[src/hw/rtl/pcdt_pkg.sv]
`timescale 1ns / 1ps
package pcdt_pkg;
    localparam int COORD_WIDTH = 32;
    localparam int FRAC_BITS = 16;
    localparam int PROD_WIDTH = 2 * COORD_WIDTH;
    localparam int ACC_WIDTH = PROD_WIDTH + 3;

    localparam logic [1:0] OP_COEF = 2'd0;
    localparam logic [1:0] OP_POINT = 2'd1;
    localparam logic [1:0] OP_RESTART = 2'd2;

    localparam logic [1:0] CFG_LIMIT = 2'd0;
    localparam logic [1:0] CFG_TOTAL = 2'd1;
    localparam logic [1:0] CFG_INTENSITY = 2'd2;

    // controller to datapath
    typedef struct packed {
        logic load_coef;
        logic div_start;
        logic div_step;
        logic restart_done;
        logic restart_stop;
        logic point_take;
        logic mul_step;
        logic [1:0] mul_col;
        logic fin_step;
        logic out_load;
    } pcdt_cmd_t;

    // datapath to controller
    typedef struct packed {
        logic cfg_zero;
        logic stopped;
        logic phase_zero;
        logic div_done;
    } pcdt_status_t;
endpackage

[src/hw/rtl/pcdt_ctrl.sv]
`timescale 1ns / 1ps
module pcdt_ctrl (
    input  logic clk,
    input  logic rst_n,
    input  logic in_valid,
    output logic in_ready,
    input  logic [1:0] op,
    output logic out_valid,
    input  logic out_ready,
    input  pcdt_pkg::pcdt_status_t status,
    output pcdt_pkg::pcdt_cmd_t cmd
);
    localparam logic [2:0] S_IDLE = 3'd0;
    localparam logic [2:0] S_DIV = 3'd1;
    localparam logic [2:0] S_MUL = 3'd2;
    localparam logic [2:0] S_FIN = 3'd3;
    localparam logic [2:0] S_OUT = 3'd4;

    logic [2:0] state_reg, state_next;
    logic [1:0] col_reg, col_next;
    logic out_valid_reg, out_valid_next;
    logic acc;

    assign in_ready = (state_reg == S_IDLE) && !out_valid_reg;
    assign out_valid = out_valid_reg;
    assign acc = in_valid && in_ready;

    // sequencing
    always_comb
    begin
        cmd = '0;
        state_next = state_reg;
        col_next = col_reg;
        out_valid_next = out_valid_reg && !out_ready;
        cmd.mul_col = col_reg;
        case (state_reg)
            S_IDLE:
            begin
                if (acc)
                begin
                    case (op)
                        pcdt_pkg::OP_COEF: cmd.load_coef = 1'b1;
                        pcdt_pkg::OP_RESTART:
                        begin
                            if (status.cfg_zero)
                                cmd.restart_stop = 1'b1;
                            else
                            begin
                                cmd.div_start = 1'b1;
                                state_next = S_DIV;
                            end
                        end
                        pcdt_pkg::OP_POINT:
                        begin
                            if (!status.stopped)
                            begin
                                cmd.point_take = 1'b1;
                                if (status.phase_zero)
                                begin
                                    col_next = 2'd0;
                                    state_next = S_MUL;
                                end
                            end
                        end
                        default: ;
                    endcase
                end
            end
            S_DIV:
            begin
                if (status.div_done)
                begin
                    cmd.restart_done = 1'b1;
                    state_next = S_IDLE;
                end
                else
                    cmd.div_step = 1'b1;
            end
            S_MUL:
            begin
                cmd.mul_step = 1'b1;
                col_next = col_reg + 2'd1;
                if (col_reg == 2'd2)
                    state_next = S_FIN;
            end
            S_FIN:
            begin
                cmd.fin_step = 1'b1;
                state_next = S_OUT;
            end
            S_OUT:
            begin
                if (!out_valid_reg)
                begin
                    cmd.out_load = 1'b1;
                    out_valid_next = 1'b1;
                    state_next = S_IDLE;
                end
            end
            default: state_next = S_IDLE;
        endcase
    end

    always_ff @(posedge clk or negedge rst_n)
    begin
        if (!rst_n)
        begin
            state_reg <= S_IDLE;
            col_reg <= 2'd0;
            out_valid_reg <= 1'b0;
        end
        else
        begin
            state_reg <= state_next;
            col_reg <= col_next;
            out_valid_reg <= out_valid_next;
        end
    end
endmodule

[config.mk]
export PLATFORM = sky130hd
export DESIGN_NAME = pcdt_ctrl
export DESIGN_NICKNAME = d
export VERILOG_FILES = /design/src/hw/rtl/pcdt_pkg.sv /design/src/hw/rtl/pcdt_ctrl.sv
export SDC_FILE = /design/constraint.sdc
export NUM_CORES = 1
export LEC_CHECK = 0
export BUFFER_PORTS_ARGS = -buffer_cell sky130_fd_sc_hd__buf_2
export CORE_AREA = 2 2 39 41
export DETAILED_ROUTE_END_ITERATION = 16
export DIE_AREA = 0 0 41 43
export PLACE_DENSITY = 0.67
export SETUP_SLACK_MARGIN = 0.2
export SYNTH_ARGS = -nofsm -noshare
export SYNTH_HDL_FRONTEND = slang
export SYNTH_SLANG_ARGS = --single-unit
[constraint.sdc]
create_clock -name clk -period 2.75 [get_ports clk]
set_input_delay 0.55 -clock clk [delete_from_list [all_inputs] [get_ports clk]]
set_output_delay 0.55 -clock clk [all_outputs]
set_load 0.01 [all_outputs]
==> qor.yml <==
setup_path:
  r2r_slack_ns: 1.42
  start_kind: "register"
  crit_path_top_delay_cell: "dfrtp_1"
  path_buf_inv: 1
  end_kind: "output port"
  r2r_start: "state_reg[1]"
  cp_cell_sequence: "nor3_2 -> nand2_1 -> nor3b_1 -> buf_2"
  cp_data_required_time_ns: 2.20
  rr_worst_depth: 4
  cp.arrival_ns: 1.49
  crit_start: "state_reg[1]"
  max_stage_delay_ns: 0.48
  r2r_end: "col_reg[0]"
  critical-path-top-delay-family: "simple AND/OR/NAND/NOR gates"
  cp.depth: 4
  criticalPathCategory: "reg2out"
  cp-endpoint: "cmd[9]"
  cp_max_fo: 11
drt:
  wl_met1_um: 448
  vias_per_cell: 5.096
  drt_iter0_drc: 4
  wl_met3_um: 79
  drt-total-wl_um: 903
  avgRoutedWirePerCell_um: 10.88
  drc_errors: 0
  highest_layer: "met4"
  dr_wl_met2_um: 363
  drtPass1Iterations: 4
  vias: 423
  drtAntennaViolNets: 0
synth:
  synth_edf_count: 0
  synth_fp_nets: 55
  ys_seq_area_frac: 0.3540
  synth_seq_cells: 6
  synth_area_um2: 424.2
  ys.flop_type: "dfrtp_1"
  synthCells: 44
  yosysWarningCount: 0
  synthArstFlopShare: 1.000
  avgSynthCellArea_um2: 9.640
  synth_cell_type_count: 30
sta:
  slew_headroom: 0.6899
  fin_crit_sh: 0.7432
  rsz0062_at_grt: "no"
  worst_pin_slew_ns: 0.4589
  fin_crit_ns: 2.044
  skew_ns: 0.002376
  tns_ns: 0
  slew_viol_final: 0
  fin_ws_ns: 0.7062
  hold_violations: 0
  setup_viol: 0
  max_clock_freq_ghz: 0.4893
clock_network:
  cts-htree-levels: 1
  ctsResizeCount: 0
  clock-sinks: 6
  cts_made_buffers: 3
  clock_path_buffers: 2
  root_buffer: "clkbuf_4"
  cts_tree: "built"
  cts.hold.buffers_added: 0
  clk_pin_slew_worst_paths_ns: 0.05
  clk_latency_ns: 0.25
  postCtsSetupRepairBufs: 0
placed_design:
  placed_cell_area_um2: 538.0
  gp_congestion: 0.6718
  pre_cts_slack_ns: 0.7965
  portBuffers: 22
  dp_hpwl_um: 694.4
floorplanning:
  die_width_um: 41
  die_area_mm2: 0.001763
  die_h_um: 43
  start_util: 0.3065
  rows: 14
  num_io_pins: 23
  fp.coreArea_mm2: 0.001384
global_route:
  grt_max_degree: 12
  grt_usage: 0.1183
  grt_pass1_wl_um: 1345
  grt_overflow: 0
  antenna_found_initial: 0
  grt_pass1_vias: 327
layout:
  num_antenna_cells: 0
  stdcell_area_um2: 560.5
  fillers: 145
  drive_gt1_frac: 0.4925
  postLayoutCoreUtil: 0.4051
  fin_nets: 80
  final_cell_mix: "22 x buf_2, 6 x dfrtp_1, 4 x nand2_1, 4 x nor2_1, 3 x clkbuf_4"
  syn_to_final_growth_pct: 32.15
  layout_commonest_cell: "buf_2"
  largest_register_ffs: 3
job:
  max-cap-violations: 0
outcome:
  outcome: "finished, final reports clean"
min_path:
  hold_class: "in2async"
pwr:
  p_leak_nw: 0.3024
  cellPowerDensity_mw_per_mm2: 839.1
  ir_drop_v: 0.0004249
where the power goes:
| part | switching, mW | total (mW) | leakage, nW | internal [mW] |
|---|---|---|---|---|
| registers | 0.0447 | 0.163 | 0.0794 | 0.118 |
| logic | 0.110 | 0.225 | 0.209 | 0.114 |
| clock network | 0.0333 | 0.0828 | 0.0138 | 0.0495 |
synthesized netlist by cell type, types with 2 or more instances:
cell	count	area share
a31o_1	2	0.041
dfrtp_1	6	0.35
nor2b_1	2	0.029
nor3b_1	2	0.035
nand2_1	4	0.035
nor2_1	4	0.035
cell families after synthesis:
group                      count (synthesis)  synth area share
and+or+nand+nor                           25            0.4041
muxes                                      1           0.02360
AOI/OAI and AO/OA                          7            0.1328
buffers and inverters                      4           0.05602
adders and majority gates                  1           0.02949
DFF                                        6            0.3540
per-stage QoR:
stage	power, mW	std cells	hold slack [ns]
detailed placement	0.3901	80	0.3785
global route	0.5176	83	0.1024
global placement	0.3881	80	0.3797
finish	0.4703	83	0.1175
floorplan	0.3227	44	0.2544
CTS	0.4754	83	0.1144
layout make-up:
cell class                      instances  area (um^2)  area share
Sequential cell                         6        150.1      0.2679
Timing Repair Buffer                   22        110.1      0.1964
Clock buffer                            3        22.52     0.04018
Inverter                                2        7.507     0.01339
Tap cell                               16        20.02     0.03571
Multi-Input combinational cell         34        250.2      0.4464
routing by layer:
metal	global-route usage	vias up
li1	-	211
met1	0.1546	192
met2	0.1438	18
met3	0.04712	2
met4	0.1000	0
met5	0	-
worst min-delay path by stage:
stage                   endpoint  slack (ns)  start  cells past startpoint
global route        state_reg[0]        0.10  rst_n                      1
global placement       out_valid        0.38  rst_n                      1
finish                col_reg[1]        0.12  rst_n                      1
detailed placement     out_valid        0.38  rst_n                      1
CTS                 state_reg[0]        0.11  rst_n                      1
floorplan             col_reg[0]        0.25  rst_n                      0
No activity file was read; power rests on OpenSTA's default activity.
